**src/rtl/calorimeter_hit_accumulator_core_defines.svh**
```systemverilog
// Assertion macros shared by the accumulator RTL.
`ifndef CALORIMETER_HIT_ACCUMULATOR_CORE_DEFINES_SVH
`define CALORIMETER_HIT_ACCUMULATOR_CORE_DEFINES_SVH

// Same-cycle implication, sampled on clock, off during reset.
`define CHA_ASSERT_IMP(lbl, ante, cons, msg) \
   lbl: assert property (@(posedge clock) disable iff (reset) (ante) |-> (cons)) \
      else $error(msg);

// Next-cycle implication, sampled on clock, off during reset.
`define CHA_ASSERT_NXT(lbl, ante, cons, msg) \
   lbl: assert property (@(posedge clock) disable iff (reset) (ante) |=> (cons)) \
      else $error(msg);

`endif

```
**src/rtl/chacc_ram.sv**
```systemverilog
// Generic single-write, single-read RAM with registered read data.
`default_nettype none
module chacc_ram #(
   parameter int unsigned WIDTH = 8,
   parameter int unsigned DEPTH = 2
) (
   input  wire logic                     clock,
   input  wire logic                     wr_en,
   input  wire logic [$clog2(DEPTH)-1:0] wr_addr,
   input  wire logic [WIDTH-1:0]         wr_data,
   input  wire logic                     rd_en,
   input  wire logic [$clog2(DEPTH)-1:0] rd_addr,
   output      logic [WIDTH-1:0]         rd_data
);
   logic [WIDTH-1:0] mem_ff [DEPTH];
   logic [WIDTH-1:0] rd_data_ff;

   always_ff @(posedge clock) begin
      if (wr_en) begin
         mem_ff[wr_addr] <= wr_data;
      end
      if (rd_en) begin
         rd_data_ff <= mem_ff[rd_addr];
      end
   end

   assign rd_data = rd_data_ff;
endmodule
`default_nettype wire

```
**config.mk**
```make
export PLATFORM = sky130hd
export DESIGN_NAME = chacc_ram
export DESIGN_NICKNAME = d
export VERILOG_FILES = /design/src/rtl/calorimeter_hit_accumulator_core_defines.svh /design/src/rtl/chacc_ram.sv
export SDC_FILE = /design/constraint.sdc
export NUM_CORES = 1
export LEC_CHECK = 0
export BUFFER_PORTS_ARGS = -buffer_cell sky130_fd_sc_hd__buf_2
export CORE_UTILIZATION = 45
export CTS_CLUSTER_SIZE = 8
export DETAILED_ROUTE_END_ITERATION = 7
export PLACE_DENSITY_LB_ADDON = 0.3
export SKIP_LAST_GASP = 1
export SYNTH_ARGS = -nofsm -noshare
export SYNTH_HDL_FRONTEND = slang
export SYNTH_SLANG_ARGS = --single-unit
```
**constraint.sdc**
```tcl
create_clock -name clock -period 0.9 [get_ports clock]
set_input_delay 0 -clock clock [delete_from_list [all_inputs] [get_ports clock]]
set_output_delay 0 -clock clock [all_outputs]
set_load 0.02 [all_outputs]
```
Word-level counts from Yosys, hierarchy flattened. Memories as Yosys holds them, arrays and structs flattened. A register that Yosys moved wholly into a read port is not among the register bits. Index checks and enable logic that the tools add are counted.

Mux-type cells: 2.

Operator list (count): two-way mux 1 bit (2).

Flip-flop bits (word level): 0. Bits in writable memories: 16. Input port bits: 13. Memories: 1.

Memories: mem_ff (words 2, width 8, read ports 1, clocked after memory_dff 1, wr ports 1, RTL line chacc_ram.sv:15) `logic [WIDTH-1:0] mem_ff [DEPTH];`.

Longest topological paths before layout.
Depth in word-level cells: 2. Depth in mapped cells: 2.

Worst setup path after synthesis. OpenSTA, ideal clock, no wires.

Kind: register to register. Start: memory mem_ff[0][0]. End: register rd_data_ff[0], in the netlist rd_data[0], read port of mem_ff (data pin). Data arrival time: 590 ps. Required time: 640 ps. Slack: 50 ps. Stages on the path, launching flop included: 2. Buffers on the path: 0. Path through: edfxtp_1 > mux2_4.

RTL lines: from (decl) (RTL line chacc_ram.sv:15); to (decl) (RTL line chacc_ram.sv:16) `logic [WIDTH-1:0] rd_data_ff;`.

No word-level cell between the ends.

Final worst setup path.
Start: memory mem_ff[1][6]. End: register rd_data_ff[6], in the netlist rd_data[6], read port of mem_ff (data pin).

No word-level cell between the ends.

==> results.txt <==
----------------------------------------------------
[STA]
  Final hold viol count ... 0
  Minimum period implied by the final worst setup slack ... between 0.8 and 0.9 ns
  Final count of negative-setup-slack endpoints ... 0
  Fin crit share ... 0.992
  Clock tree skew after final layout ... between 0.01 and 0.015 ns
  Max-slew violations ... 0
  Slew at the pin closest to its max-slew limit ... 0.367 ns
  Max-slew headroom at the worst pin ... 0.756
  Setup Total Neg Slack ... 0 ns
  RSZ-0062 raised after global routing ... true
  Fin Hold WS ... about 0.13 ns
  Maximum clock frequency ... around 1100 MHz

[Floorplanning]
  Number of placement rows ... 15
  Boundary pin count ... 21
  Vert. Die Dim ... around 46 um
  Width of the die ... roughly 46 um
  Floorplan die area ... ~2100 um^2
  Core Region ... 1760 um^2
  Initial cell density of the core ... 0.490

[Clock network]
  Post-CTS Setup Inserts ... 0
  Sink Count ... 24
  Insertion delay to the later sink of the worst-skew pair ... just over 0.3 ns
  Clock Tree Buf Depth ... 2
  CTS Root Cell ... clkbuf_4
  Reg clk slew, reported paths ... roughly 0.13 ns
  H-tree levels ... 1
  Clock buffer count from CTS ... 3
  TritonCTS clock tree ... yes

[Finish]
  Final-layout fill cell count ... 148
  Synthesis-to-finish area growth ... 32.7%
  Diode count ... 0
  Post-layout net count ... 82
  Most frequent cells in the layout ... 24 x edfxtp_1, 18 x buf_2, 9 x dlygate4sd3_1, 8 x mux2_4, 3 x clkbuf_4
  Sequential Area ... a little over 700 um^2
  Total area of multi-input combinational cells ... roughly 130 um^2
  Layout cell share with drive strength beyond 1 ... 0.485
  Most common cell after layout, fill and taps aside ... edfxtp_1

[Routing]
  Total via count in the routed design ... 415
  Post-detailed-route DRC marker count ... 0
  Length of the first detailed-routing pass in iterations ... 4
  First-iteration detailed-routing DRC count ... 8
  Total Wirelength ... 974 um
  Via-per-instance ratio ... approximately 4.5
  Drt wl/cell ... ~10 um
  Count of antenna-violating nets left after detailed routing ... 0

[Setup path]
  Slowest-stage cell, CP ... edfxtp_1
  Critical Path Source Type ... flip-flop
  Number of buffer and inverter stages on the critical path ... 0
  Required @ worst endpoint ... approximately 0.96 ns
  R2R Path End ... rd_data[6]$_DFFE_PP_
  Worst path max stage delay ... ~0.4 ns
  Worst-path fanout max ... 1
  Worst Reg2Reg Path Length in Cells ... 1
  Series of cell instances along the critical path ... mux2_4
  Top Family by Delay on Critical Path ... flip-flops
  R2R setup slack ... 0.007 ns
  Critical Path End Type ... flip-flop
  Class of the most critical setup path ... reg2reg
  Critical path data arrival time ... between 0.9 and 1 ns
  Worst r2r src ... mem_ff[1][6]$_DFFE_PP_

[Min path]
  Endpoint of the worst hold path ... mem_ff[0][6]$_DFFE_PP_
  Instance count along the most critical hold path ... 3
  Hold Path Origin ... wr_addr
  Path type of the worst min-delay path ... in2reg

[Synth]
  Flip-flop and latch count after synthesis ... 24
  Ys Warns ... 0
  Cell count after synthesis ... 35
  Yosys cell types ... 5
  Netlist area before placement ... approximately 860 um^2
  Avg Synthesized Cell Area ... about 25 um^2
  Total nets after synthesis ... 48
  Sequential cell area fraction in the yosys report ... 0.834

[Global routing]
  Number of antenna violations at the first check in global routing ... 0
  Number of global-route vias before repair ... between 300 and 400
  Overflow after GRT ... 0
  Total global-route track usage ... 0.114
  Maximum number of pins on one net before global-route repair ... 15
  Wire length of the first global-routing pass ... 1500 um

[Power]
  Cell area power density ... around 2000 nW/um^2
  Highest ir drop seen on vdd ... approximately 1300 uV
  Lkg Pwr ... 0.453 nW

[Place]
  Count of buffers inserted at the top-level ports ... 20
  Final estimated routing congestion in global placement ... between 0.6 and 0.7

[Job]
  Number of max-cap violations ... 0

[Outcome]
  Outcome ... finished, final reports clean

----------------------------------------------------
==> how the worst max path moves through the flow <==
stage	start	endpoint	slack, ns	cells after the start
6_report	mem_ff[1][6]$_DFFE_PP_	rd_data[6]$_DFFE_PP_	0.007	1
5_1_grt	mem_ff[1][6]$_DFFE_PP_	rd_data[6]$_DFFE_PP_	-0.006	1
4_1_cts	mem_ff[1][6]$_DFFE_PP_	rd_data[6]$_DFFE_PP_	0.01	1
3_5_place_dp	mem_ff[0][1]$_DFFE_PP_	rd_data[1]$_DFFE_PP_	0.03	1
3_3_place_gp	mem_ff[1][3]$_DFFE_PP_	rd_data[3]$_DFFE_PP_	0.03	1
2_1_floorplan	mem_ff[0][0]$_DFFE_PP_	rd_data[0]$_DFFE_PP_	0.05	1
==> cells by family after synthesis <==
group | after synthesis | share of synthesized area
buffers and inverters | 1 | 0.0130
multiplexers | 8 | 0.139
AND/OR/NAND/NOR | 2 | 0.0145
flip-flops | 24 | 0.834
==> cell usage after synthesis <==
| library cell | count | area share |
|---|---|---|
| buf_6 | 1 | 0.013 |
| mux2_4 | 8 | 0.14 |
| and2_1 | 1 | 0.0072 |
| nor2b_1 | 1 | 0.0072 |
| edfxtp_1 | 24 | 0.83 |
==> layer usage <==
metal | part of all wire | track usage | vias to the layer above
li1 | - | - | 202
met2 | 0.52 | 0.197 | 25
met5 | 0 | 0 | -
met3 | 0.068 | 0.0595 | 2
met1 | 0.40 | 0.102 | 186
met4 | 0.012 | 0.0706 | 0
==> per-stage QoR <==
step	power (mW)	instances	worst slack, ns	util	area [um^2]
3_3_place_gp	1.53	80	0.0317	0.562	992
3_5_place_dp	1.54	80	0.0253	0.562	992
6_report	2.30	93	0.00725	0.650	1150
2_1_floorplan	1.47	35	0.0496	-	865
5_1_grt	2.39	93	-0.00617	0.650	1150
4_1_cts	2.30	92	0.0106	0.638	1120
==> state kept, by name (all words and copies together), names as in the netlist <==
signal   flops
mem_ff      16
rd_data      8
==> report_power, final <==
part | switching [mW] | total [mW] | internal [mW]
logic | 0.0931 | 0.214 | 0.121
registers | 0.0171 | 1.34 | 1.32
clock network | 0.299 | 0.749 | 0.450
==> repair_timing <==
action	in CTS	in global routing
hold buffers	8	1
gates resized for setup	0	4
endpoints found under the setup margin	0	4
endpoints found under the hold margin	16	4
==> layout make-up <==
type	count	share of cell area
tap	25	0.0273
sequential	24	0.628
clock buffer	3	0.0196
multi-input combinational	10	0.116
clock inverter	1	0.0262
timing repair buffer	30	0.183
(Power assumes the default switching activity.)
