### src/rtl/calorimeter_hit_accumulator_core_defines.svh
// Assertion macros shared by the accumulator RTL.
`ifndef CALORIMETER_HIT_ACCUMULATOR_CORE_DEFINES_SVH
`define CALORIMETER_HIT_ACCUMULATOR_CORE_DEFINES_SVH

// Same-cycle implication, sampled on clock, off during reset.
`define CHA_ASSERT_IMP(lbl, ante, cons, msg) \
   lbl: assert property (@(posedge clock) disable iff (reset) (ante) |-> (cons)) \
      else $error(msg);

// Next-cycle implication, sampled on clock, off during reset.
`define CHA_ASSERT_NXT(lbl, ante, cons, msg) \
   lbl: assert property (@(posedge clock) disable iff (reset) (ante) |=> (cons)) \
      else $error(msg);

`endif

### src/rtl/chacc_pkg.sv
// Shared types and constants of the calorimeter hit accumulator.
`default_nettype none
package chacc_pkg;

   localparam int unsigned CHANNELS_DEF = 16384;
   localparam int unsigned CHAN_W       = 14;
   localparam int unsigned ENERGY_W     = 24;
   localparam int unsigned TIME_W       = 32;

   localparam logic [ENERGY_W-1:0] ENERGY_MAX  = '1;
   localparam logic [ENERGY_W-1:0] ENERGY_ZERO = '0;
   localparam logic [TIME_W-1:0]   TIME_INIT   = '1;

   localparam logic ACTION_ADD  = 1'b0;
   localparam logic ACTION_READ = 1'b1;

   typedef struct packed {
      logic                action;
      logic [CHAN_W-1:0]   channel;
      logic [ENERGY_W-1:0] deposit_energy;
      logic [TIME_W-1:0]   deposit_time;
   } req_type;

   typedef struct packed {
      logic [CHAN_W-1:0]   hit_channel;
      logic [ENERGY_W-1:0] hit_energy;
      logic [TIME_W-1:0]   hit_time;
   } rsp_type;

   typedef struct packed {
      logic write;
      logic emit;
   } upd_ctl_type;

endpackage
`default_nettype wire

### src/rtl/chacc_update.sv
// Modify step: forwarding, saturating add, earliest time, readout clear and hit decision.
`default_nettype none
module chacc_update #(
   parameter int unsigned CHANNELS = chacc_pkg::CHANNELS_DEF
) (
   input  chacc_pkg::req_type                   item,
   input  wire logic                            in_range,
   input  wire logic [$clog2(CHANNELS)-1:0]     addr,
   input  wire logic [chacc_pkg::ENERGY_W-1:0]  rd_sum,
   input  wire logic [chacc_pkg::TIME_W-1:0]    rd_time,
   input  wire logic                            fwd_valid,
   input  wire logic [$clog2(CHANNELS)-1:0]     fwd_addr,
   input  wire logic [chacc_pkg::ENERGY_W-1:0]  fwd_sum,
   input  wire logic [chacc_pkg::TIME_W-1:0]    fwd_time,
   input  wire logic [chacc_pkg::ENERGY_W-1:0]  threshold,
   output chacc_pkg::upd_ctl_type               ctl,
   output      logic [chacc_pkg::ENERGY_W-1:0]  new_sum,
   output      logic [chacc_pkg::TIME_W-1:0]    new_time,
   output      logic [chacc_pkg::ENERGY_W-1:0]  cur_sum,
   output      logic [chacc_pkg::TIME_W-1:0]    cur_time
);
   import chacc_pkg::*;

   logic                fwd_hit;
   logic [ENERGY_W:0]   sum_ext;
   logic [ENERGY_W-1:0] sum_sat;

   assign fwd_hit  = fwd_valid && (fwd_addr == addr);
   assign cur_sum  = fwd_hit ? fwd_sum  : rd_sum;
   assign cur_time = fwd_hit ? fwd_time : rd_time;

   assign sum_ext = {1'b0, cur_sum} + {1'b0, item.deposit_energy};
   assign sum_sat = sum_ext[ENERGY_W] ? ENERGY_MAX : sum_ext[ENERGY_W-1:0];

   always_comb begin
      ctl      = '0;
      new_sum  = ENERGY_ZERO;
      new_time = TIME_INIT;
      case (item.action)
         ACTION_ADD: begin
            ctl.write = in_range && (item.deposit_energy != ENERGY_ZERO);
            new_sum   = sum_sat;
            new_time  = (item.deposit_time < cur_time) ? item.deposit_time : cur_time;
         end
         ACTION_READ: begin
            ctl.write = in_range;
            ctl.emit  = in_range && (cur_sum > threshold);
         end
         default: begin
            ctl = '0;
         end
      endcase
   end
endmodule
`default_nettype wire

### config.mk
export PLATFORM = sky130hd
export DESIGN_NAME = chacc_update
export DESIGN_NICKNAME = d
export VERILOG_FILES = /design/src/rtl/calorimeter_hit_accumulator_core_defines.svh /design/src/rtl/chacc_pkg.sv /design/src/rtl/chacc_update.sv
export SDC_FILE = /design/constraint.sdc
export NUM_CORES = 1
export LEC_CHECK = 0
export BUFFER_PORTS_ARGS = -buffer_cell sky130_fd_sc_hd__buf_4
export CAP_MARGIN = 20
export CORE_AREA = 2 2 136 138
export DETAILED_ROUTE_END_ITERATION = 6
export DIE_AREA = 0 0 138 140
export SLEW_MARGIN = 20
export SYNTH_ARGS = -nofsm -noshare
export SYNTH_HDL_FRONTEND = slang
export SYNTH_SLANG_ARGS = --single-unit
export TNS_END_PERCENT = 20
### constraint.sdc
create_clock -name vclk -period 11
set_input_delay 1.65 -clock vclk [all_inputs]
set_output_delay 1.65 -clock vclk [all_outputs]
set_load 0.02 [all_outputs]
# Yosys cells after proc, flatten, opt, wreduce, memory -nomap -nowiden
# Index checks and enable logic that the tools add are counted.
# word_totals
in_bits,237
ff_bits,0
# op_classes
n_eq_ne,1
bitwise,1
n_mux,8
addsub,1
n_reduce_logical,4
magnitude_cmp,2
# ops
operator,n
32-bit two-way mux,3
24-bit two-way mux,3
32-bit < comparator,1
24-bit by 24-bit adder with 25-bit output,1
24-bit greater-than comparator,1
24-bit nonzero test,1
14-bit == test,1
1-bit logical AND,3
1-bit case mux with 2 select lines,1
1-bit two-way mux,1
1-bit NOT,1

# Logic depth before layout (Yosys ltp)
# Gate-level depths: netlist (run 1).
# depth
word_depth,6
ltp_mapped,17
depth_no_buf,15

# Least setup slack after synthesis (run 1)
# OpenSTA, ideal clock, no wires.
# synth_path
path_kind,input-to-output
startpoint,input addr[5]
endpoint,output new_sum[20] (netlist bit)
n_path_buf,2
t_arrival_ns,5.249
slack_ns,4.101
cell_stages,15
cell_sequence,xnor2_1 > nand4_1 > nor4_2 > buf_2 > buf_2 > mux2_2 > ha_1 > and2b_1 > o2111ai_1 > a31o_2 > a211oi_2 > o31a_1 > o41ai_1 > xor2_1 > a31oi_1
# synth_between
elab_chain_len,6
# synth_rtl
element,line,text
"start, declared",chacc_update.sv:8,"input wire logic [$clog2(CHANNELS)-1:0] addr,"
14-bit == test,chacc_update.sv:28,assign fwd_hit = fwd_valid && (fwd_addr == addr);
1-bit logical AND,chacc_update.sv:28,
24-bit two-way mux,chacc_update.sv:29,assign cur_sum = fwd_hit ? fwd_sum : rd_sum;
"named net cur_sum, one bit",chacc_update.sv:19,"output logic [chacc_pkg::ENERGY_W-1:0] cur_sum,"
24-bit by 24-bit adder with 25-bit output,chacc_update.sv:32,"assign sum_ext = {1'b0, cur_sum} + {1'b0, item.deposit_energy};"
24-bit two-way mux,chacc_update.sv:33,assign sum_sat = sum_ext[ENERGY_W] ? ENERGY_MAX : sum_ext[ENERGY_W-1:0];
24-bit two-way mux,chacc_update.sv:39,case (item.action)
"end, declared",chacc_update.sv:17,"output logic [chacc_pkg::ENERGY_W-1:0] new_sum,"
# The timed path passes the listed nets, and every way through them passes these cells.

# Final worst setup path (run 1)
# layout_path
startpoint,input addr[5]
endpoint,output new_sum[17] (netlist bit)
# layout_between
elab_chain_len,6
# layout_rtl
element,line
14-bit == test,chacc_update.sv:28
1-bit logical AND,chacc_update.sv:28
24-bit two-way mux,chacc_update.sv:29
24-bit by 24-bit adder with 25-bit output,chacc_update.sv:32
24-bit two-way mux,chacc_update.sv:33
24-bit two-way mux,chacc_update.sv:39
# Every way passes these cells.

==> reports/qor.txt, run 1 <==
Post-CTS setup-driven buffer insertion count: 0
Average wire per cell in the routed design: 16.8 µm
First element of the critical path: addr[5]
Gr ovfl total: 0
Routed wire length: 19000 µm
Mapped Area: 4270 µm²
Number of hold violations in the final report: 0
CTS-repair resized insts: 0
Total track usage: 18.2%
Setup repair after global routing missed its margin: no
Vias after detailed routing: 5612
Switching share of power: 51.6%
CTS hold repair buffers: 0
Syn Area/Cell: 7.30 µm²
CP Cell Sequence: buf_4 > xnor2_1 > nand4_1 > nor4_4 > buf_4 > mux2_2 > inv_1 > fa_1 > and2b_1 > o2111ai_1 > a31o_2 > a211oi_2 > o21ai_0 > o21bai_1 > a21oi_4 > a31oi_1 > buf_4
Layout overhead on the synthesized area: 64.5%
Largest net degree at the start of global routing: 59
Fmax achieved: 0.132 GHz
Overall die height: 140 µm
Cell area after placement: 7020 µm²
# Max-Cap Violations: 0
Distinct cell type count after synthesis: 52
First-pass iteration count of the detailed router: 4
Required arrival time at the worst endpoint: 9350 ps
Run status: complete, no violations
Post-synthesis cell count: 585
Estimated wirelength of the detail-placed design: 16400 µm
Proportion of power drawn by flip-flops and latches: 0%
Peak fanout along the critical path: 40
Minimum period implied by the final worst setup slack: 7580 ps
Final WS setup: 3420 ps
Gpl congestion: 0.888
Starting DRC count in detailed routing: 185
Pre-CTS setup slack: 3130 ps
Total power: 0.350 mW
Via count of the first global-routing pass: 5616
Worst vdd ir: 0.0282 mV
Share of the clock period used by the worst path after layout: 68.9%
DRC Markers: 0
Vias per cell: 4.97
Max-Slew Margin vs Limit: 47.5%
Post-Synthesis Net Count: 903
Lkg Pwr: 3.71 nW
Yosys warning total: 0
Number of failing setup endpoints in the final timing report: 0
Fill count: 1881
Worst min-delay path startpoint: in_range
Sort of element at the start of the critical path: primary input
Total Die Area: 19300 µm²
Kind of cell with the highest combined delay on the critical path: compound AO/OA/AOI/OAI gates
Largest area contributor in the synthesized netlist: sky130_fd_sc_hd__ha_1
Data arrival time at the worst-slack endpoint: 5930 ps
Footprint of the multi-input gates: 3930 µm²
Flip-flop and latch area: 0 µm²
Buffers & Inverters on Critical Path: 4
Antenna Cells: 0
Total power per unit cell area: 49.8 nW/µm²
Std-Cell Rows: 49
Proportion of layout cells with a drive suffix above 1: 45.3%
Worst stage delay on the critical path: 580 ps
Number of sequential cells in the layout: 0
Antenna violations before repair: 0
Leading cell type by number of instances after synthesis: sky130_fd_sc_hd__a21oi_1
Portion of the post-synthesis area used by sequential elements: 0%
Count of input and output buffers: 337
Share of the synthesized area in the top cell type: 23.4%
Wire length of the first global-routing pass: 29700 µm
Final setup TNS: 0 ps
Internal Dissipation: 0.169 mW
Number of nets in the layout: 1220
Relative contribution of combinational cells to total power: 100.0%
Net switching power figure: 0.180 mW
Capturing element type of the critical path: primary output
Hold crit path type: primary input to primary output
Commonest cells post-synth: sky130_fd_sc_hd__a21oi_1 (82), sky130_fd_sc_hd__ha_1 (80), sky130_fd_sc_hd__inv_1 (65), sky130_fd_sc_hd__mux2_2 (56)
Floorplan core area: 17800 µm²
Post-DRT Antenna Nets: 0
Layout clock buffers: 0
Critical path's most frequent cell: sky130_fd_sc_hd__buf_4
CP Class: primary input to primary output
Worst-Margin Slew: 788 ps
Total I/O pin count: 351
Number of max-slew violations in the final report: 0
CP max-delay cell: sky130_fd_sc_hd__a21oi_4
End point of the worst hold path: ctl[1]
Final Cell Area: 7030 µm²
Hold Worst Slack: 3640 ps
Effective utilization at floorplan: 24.0%
Clk network pwr share: 0%
Top area cells in the synthesized netlist: sky130_fd_sc_hd__ha_1 (23%), sky130_fd_sc_hd__mux2_2 (15%), sky130_fd_sc_hd__a21oi_1 (9.6%)
Hold Path Depth: 3
Die W: 138 µm
## placed cells by master (no fill, tap or decap), drive strengths merged, types with 20 or more instances in the layout
cell type and instances:
a21oi 83, a21o 28, nand2 20, buf 342, xnor2 21, inv 65
o21bai 36, ha 80, nor3 36, mux2 56
## worst min-delay path, stage by stage
cell and delay (ps):
sky130_fd_sc_hd__buf_4 90, sky130_fd_sc_hd__o21a_1 110, sky130_fd_sc_hd__buf_4 130
## layout make-up
cell class / instances / share of cell area, %
inverter: 65 / 3.47
multi-input combinational: 493 / 55.9
tap: 229 / 4.08
timing repair buffer: 342 / 36.5
## cells by family (layout without fill, tap and decap cells)
logic type	after synthesis	count (layout)	share of synthesized area, %
XOR/XNOR	32	32	6.56
AO/OA/AOI/OAI	201	201	30.9
multiplexers	58	58	15.2
buffers and inverters	92	407	8.79
adder cells (fa/ha/maj)	81	81	23.9
AND/OR/NAND/NOR	121	121	14.6
## layer usage
| metal | vias to the layer above | global-route usage (%) | part of all wire (%) | wire [µm] |
|---|---|---|---|---|
| met5 | - | 0 | 0 | 0 |
| li1 | 2798 | - | - | - |
| met4 | 0 | 4.62 | 3.0 | 574 |
| met1 | 2531 | 22.7 | 41 | 7820 |
| met2 | 256 | 33.1 | 49 | 9300 |
| met3 | 27 | 2.53 | 6.9 | 1310 |
## worst max-delay path by stage
stage / slack, ps / cells after the start / endpoint
after floorplan: 4100 / 15 / new_sum[20]
after global placement: 3160 / 17 / new_sum[0]
after detailed placement: 3130 / 17 / new_sum[21]
after CTS: 3120 / 17 / new_sum[17]
after global routing: 3080 / 17 / new_sum[21]
final: 3420 / 17 / new_sum[17]
## stage by stage
step	std cells	util (%)
5_1_grt	1129	39.5
3_3_place_gp	1129	39.5
2_1_floorplan	585	-
3_5_place_dp	1129	39.5
6_report	1129	39.5
4_1_cts	1129	39.5
## power by group through the flow
stage | combinational [mW] | sequential (mW) | clock (mW)
after floorplan | 0.192 | 0 | 0
after CTS | 0.350 | 0 | 0
final | 0.350 | 0 | 0
after global routing | 0.383 | 0 | 0
after detailed placement | 0.349 | 0 | 0
after global placement | 0.347 | 0 | 0
Power figures use the tool's default switching activity.
==> inputs of run 2 (changes only) <==
CORE_AREA = 2 2 137 139   (was 2 2 136 138)
DIE_AREA = 0 0 139 141   (was 0 0 138 140)
clock period = 7.6 ns   (was 11 ns; I/O delays follow)
==> reports/qor.txt, run 2 (synthesized netlist as in run 1, its figures left out) <==
Via count of the first global-routing pass: 5597
Sort of element at the start of the critical path: primary input
Critical path's most frequent cell: sky130_fd_sc_hd__buf_4
Run status: complete, no violations
Antenna violations before repair: 0
Layout clock buffers: 0
Setup repair after global routing missed its margin: no
Number of hold violations in the final report: 0
Largest net degree at the start of global routing: 58
# Max-Cap Violations: 0
Total Die Area: 19600 µm²
Fmax achieved: 0.147 GHz
Number of failing setup endpoints in the final timing report: 0
Worst stage delay on the critical path: 670 ps
Number of nets in the layout: 1223
Starting DRC count in detailed routing: 166
Worst vdd ir: 0.0341 mV
Flip-flop and latch area: 0 µm²
Data arrival time at the worst-slack endpoint: 5650 ps
Hold crit path type: primary input to primary output
Worst-Margin Slew: 838 ps
Total I/O pin count: 351
Number of sequential cells in the layout: 0
Floorplan core area: 18300 µm²
Peak fanout along the critical path: 39
Proportion of layout cells with a drive suffix above 1: 45.5%
Most used cells in the layout excluding fill and tap cells: sky130_fd_sc_hd__buf_4 (345), sky130_fd_sc_hd__a21oi_1 (82), sky130_fd_sc_hd__ha_1 (80)
CTS hold repair buffers: 0
Post-CTS setup-driven buffer insertion count: 0
Lkg Pwr: 3.72 nW
Vias per cell: 4.94
Gpl congestion: 0.903
Final setup TNS: 0 ps
Required arrival time at the worst endpoint: 6460 ps
CP Cell Sequence: buf_4 > xnor2_1 > nand4_1 > nor4_4 > buf_4 > mux2_2 > inv_1 > ha_1 > a21o_1 > a21oi_1 > nor2b_1 > o31ai_1 > o2111a_1 > buf_4 > a21oi_1 > o21bai_1 > buf_4
CTS-repair resized insts: 0
Overall die height: 141 µm
Effective utilization at floorplan: 23.4%
Max-Slew Margin vs Limit: 44.1%
Gr ovfl total: 0
Core utilization of the finished layout: 38.6%
Kind of cell with the highest combined delay on the critical path: compound AO/OA/AOI/OAI gates
Routed wire length: 19300 µm
CP Class: primary input to primary output
Capturing element type of the critical path: primary output
Number of max-slew violations in the final report: 0
Share of the clock period used by the worst path after layout: 89.3%
Count of input and output buffers: 337
Vias after detailed routing: 5613
CP max-delay cell: sky130_fd_sc_hd__o2111a_1
Total track usage: 18.2%
Average wire per cell in the routed design: 17.0 µm
Estimated wirelength of the detail-placed design: 16900 µm
Post-DRT Antenna Nets: 0
Std-Cell Rows: 50
First-pass iteration count of the detailed router: 4
Layout overhead on the synthesized area: 65.0%
Minimum period implied by the final worst setup slack: 6790 ps
Die W: 139 µm
Most frequent standard cell in the layout excluding fill and tap cells: sky130_fd_sc_hd__buf_4
Total power per unit cell area: 71.8 nW/µm²
Buffers & Inverters on Critical Path: 5
Wire length of the first global-routing pass: 29500 µm
DRC Markers: 0
Antenna Cells: 0
## run 2: report_power, final
group	internal, mW	total [mW]	switching [mW]
Sequential	0	0	0
Clock	0	0	0
Combinational	0.246	0.506	0.260
Total	0.246	0.506	0.260
## run 2: area by class of cell
class / instances / area (µm²)
well taps: 234 / 293
repair buffers: 345 / 2590
fillers: 1949 / 11200
inverters: 65 / 244
multi-input cells: 493 / 3920
## run 2: metal layers
metal	global-route usage [%]	share of wire (%)	vias to the layer above
met5	0	0	-
li1	-	-	2805
met4	2.87	1.8	0
met3	2.89	7.2	18
met2	34.8	51	224
met1	21.7	40	2566
## run 2: metrics by stage
| step | area [µm²] | instances | power, mW | hold WS [ps] | worst slack [ps] |
|---|---|---|---|---|---|
| floorplan | 4270 | 585 | 0.278 | 2430 | 1720 |
| global placement | 7050 | 1137 | 0.506 | 2610 | 855 |
| detailed placement | 7050 | 1137 | 0.507 | 2630 | 805 |
| CTS | 7050 | 1137 | 0.510 | 2630 | 792 |
| global route | 7050 | 1137 | 0.554 | 2630 | 423 |
| finish | 7050 | 1137 | 0.506 | 2620 | 812 |
## run 2: final timing paths
check	cells past startpoint	slack, ps	startpoint	endpoint
worst max-delay path	17	810	addr[5]	new_time[14]
worst min-delay path	3	2620	in_range	ctl[1]
==> inputs of run 3 (changes only) <==
PLACE_DENSITY = 0.63   (was unset)
==> reports/qor.txt, run 3 (synthesized netlist as in run 1, its figures left out) <==
DRC Markers: 0
Total Die Area: 19600 µm²
Wire length of the first global-routing pass: 28700 µm
Run status: complete, no violations
Count of input and output buffers: 337
Gpl congestion: 0.888
Max-Slew Margin vs Limit: 52.4%
Vias per cell: 4.96
Number of hold violations in the final report: 0
Layout clock buffers: 0
Total power per unit cell area: 71.9 nW/µm²
Overall die height: 141 µm
Die W: 139 µm
Antenna Cells: 0
Number of sequential cells in the layout: 0
Number of cells in the design after placement: 1135
Worst vdd ir: 0.0403 mV
Proportion of layout cells with a drive suffix above 1: 45.4%
Final WS setup: 1070 ps
Estimated wirelength of the detail-placed design: 16100 µm
Routed wire length: 18800 µm
Floorplan core area: 18300 µm²
Final setup TNS: 0 ps
Pre-CTS setup slack: 793 ps
Total I/O pin count: 351
Number of nets in the layout: 1221
Vias after detailed routing: 5628
Total track usage: 17.5%
Worst min-delay path startpoint: in_range
Std-Cell Rows: 50
Worst-Margin Slew: 714 ps
Peak fanout along the critical path: 32
Capturing element type of the critical path: primary output
Share of the clock period used by the worst path after layout: 85.9%
Average wire per cell in the routed design: 16.6 µm
CTS hold repair buffers: 0
Setup repair after global routing missed its margin: no
Data arrival time at the worst-slack endpoint: 5390 ps
Final instance count without filler cells: 1135
Required arrival time at the worst endpoint: 6460 ps
Fmax achieved: 0.153 GHz
Minimum period implied by the final worst setup slack: 6530 ps
Effective utilization at floorplan: 23.4%
Number of max-slew violations in the final report: 0
Gr ovfl total: 0
Sort of element at the start of the critical path: primary input
Cell area after placement: 7030 µm²
Via count of the first global-routing pass: 5486
End point of the worst hold path: ctl[1]
Post-DRT Antenna Nets: 0
First-pass iteration count of the detailed router: 6
Flip-flop and latch area: 0 µm²
Lkg Pwr: 3.72 nW
Antenna violations before repair: 0
Final Cell Area: 7040 µm²
Largest net degree at the start of global routing: 59
# Max-Cap Violations: 0
Core utilization of the finished layout: 38.5%
Number of failing setup endpoints in the final timing report: 0
Post-CTS setup-driven buffer insertion count: 0
Layout overhead on the synthesized area: 64.8%
CP Class: primary input to primary output
Hold crit path type: primary input to primary output
Most frequent standard cell in the layout excluding fill and tap cells: sky130_fd_sc_hd__buf_4
Hold Path Depth: 3
Most used cells in the layout excluding fill and tap cells: sky130_fd_sc_hd__buf_4 (343), sky130_fd_sc_hd__a21oi_1 (82), sky130_fd_sc_hd__ha_1 (80)
CTS-repair resized insts: 0
Starting DRC count in detailed routing: 139
-- run 3: cell types whose count changed in the layout (fill, tap and decap cells not counted) --
cell / change
sky130_fd_sc_hd__a21oi_4: +1
sky130_fd_sc_hd__buf_4: -2
sky130_fd_sc_hd__a21oi_2: -1
-- run 3: how the worst max path moves through the flow --
stage                        from      endpoint  slack, ps  depth (start not counted)
after floorplan           addr[5]   new_sum[20]       1720                         15
after global placement    addr[5]   new_sum[21]        820                         18
after detailed placement  addr[5]   new_sum[21]        790                         18
after CTS                 addr[5]   new_sum[21]        780                         18
after global routing      addr[6]  new_time[14]        770                         17
final                     addr[5]  new_time[14]       1070                         17
-- run 3: layer usage --
layer  routed length [µm]  up-vias  share of wire [%]  GRT usage, %
li1                     -     2798                  -             -
met1                 7800     2600                 41          21.4
met2                 9510      216                 51          33.4
met3                 1260       14                6.7          2.58
met4                  231        0                1.2          1.86
met5                    0        -                  0             0
-- run 3: stage by stage --
step,hold WS (ps),power [mW]
floorplan,2430,0.278
global placement,2640,0.502
detailed placement,2640,0.505
CTS,2640,0.507
global route,2650,0.550
finish,2630,0.506
-- run 3: worst max-delay path, cell delays in order --
cell	delay [ps]
sky130_fd_sc_hd__buf_4	110
sky130_fd_sc_hd__xnor2_1	150
sky130_fd_sc_hd__nand4_1	180
sky130_fd_sc_hd__nor4_4	350
sky130_fd_sc_hd__buf_4	320
sky130_fd_sc_hd__buf_4	380
sky130_fd_sc_hd__mux2_2	420
sky130_fd_sc_hd__inv_1	70
sky130_fd_sc_hd__ha_1	130
sky130_fd_sc_hd__and4_1	210
sky130_fd_sc_hd__and4_1	230
sky130_fd_sc_hd__nand4_1	160
sky130_fd_sc_hd__nor2_1	320
sky130_fd_sc_hd__o31a_2	690
sky130_fd_sc_hd__nor3_1	90
sky130_fd_sc_hd__o21bai_1	230
sky130_fd_sc_hd__buf_4	180
-- run 3: area by class of cell --
cell class,count,area [µm²]
well taps,234,293
fillers,1936,11200
repair buffers,343,2570
multi-input cells,493,3930
inverters,65,244
-- run 3: power breakdown --
part / total, mW / internal (mW) / switching (mW)
clock: 0 / 0 / 0
sequential: 0 / 0 / 0
combinational: 0.506 / 0.245 / 0.261
total: 0.506 / 0.245 / 0.261
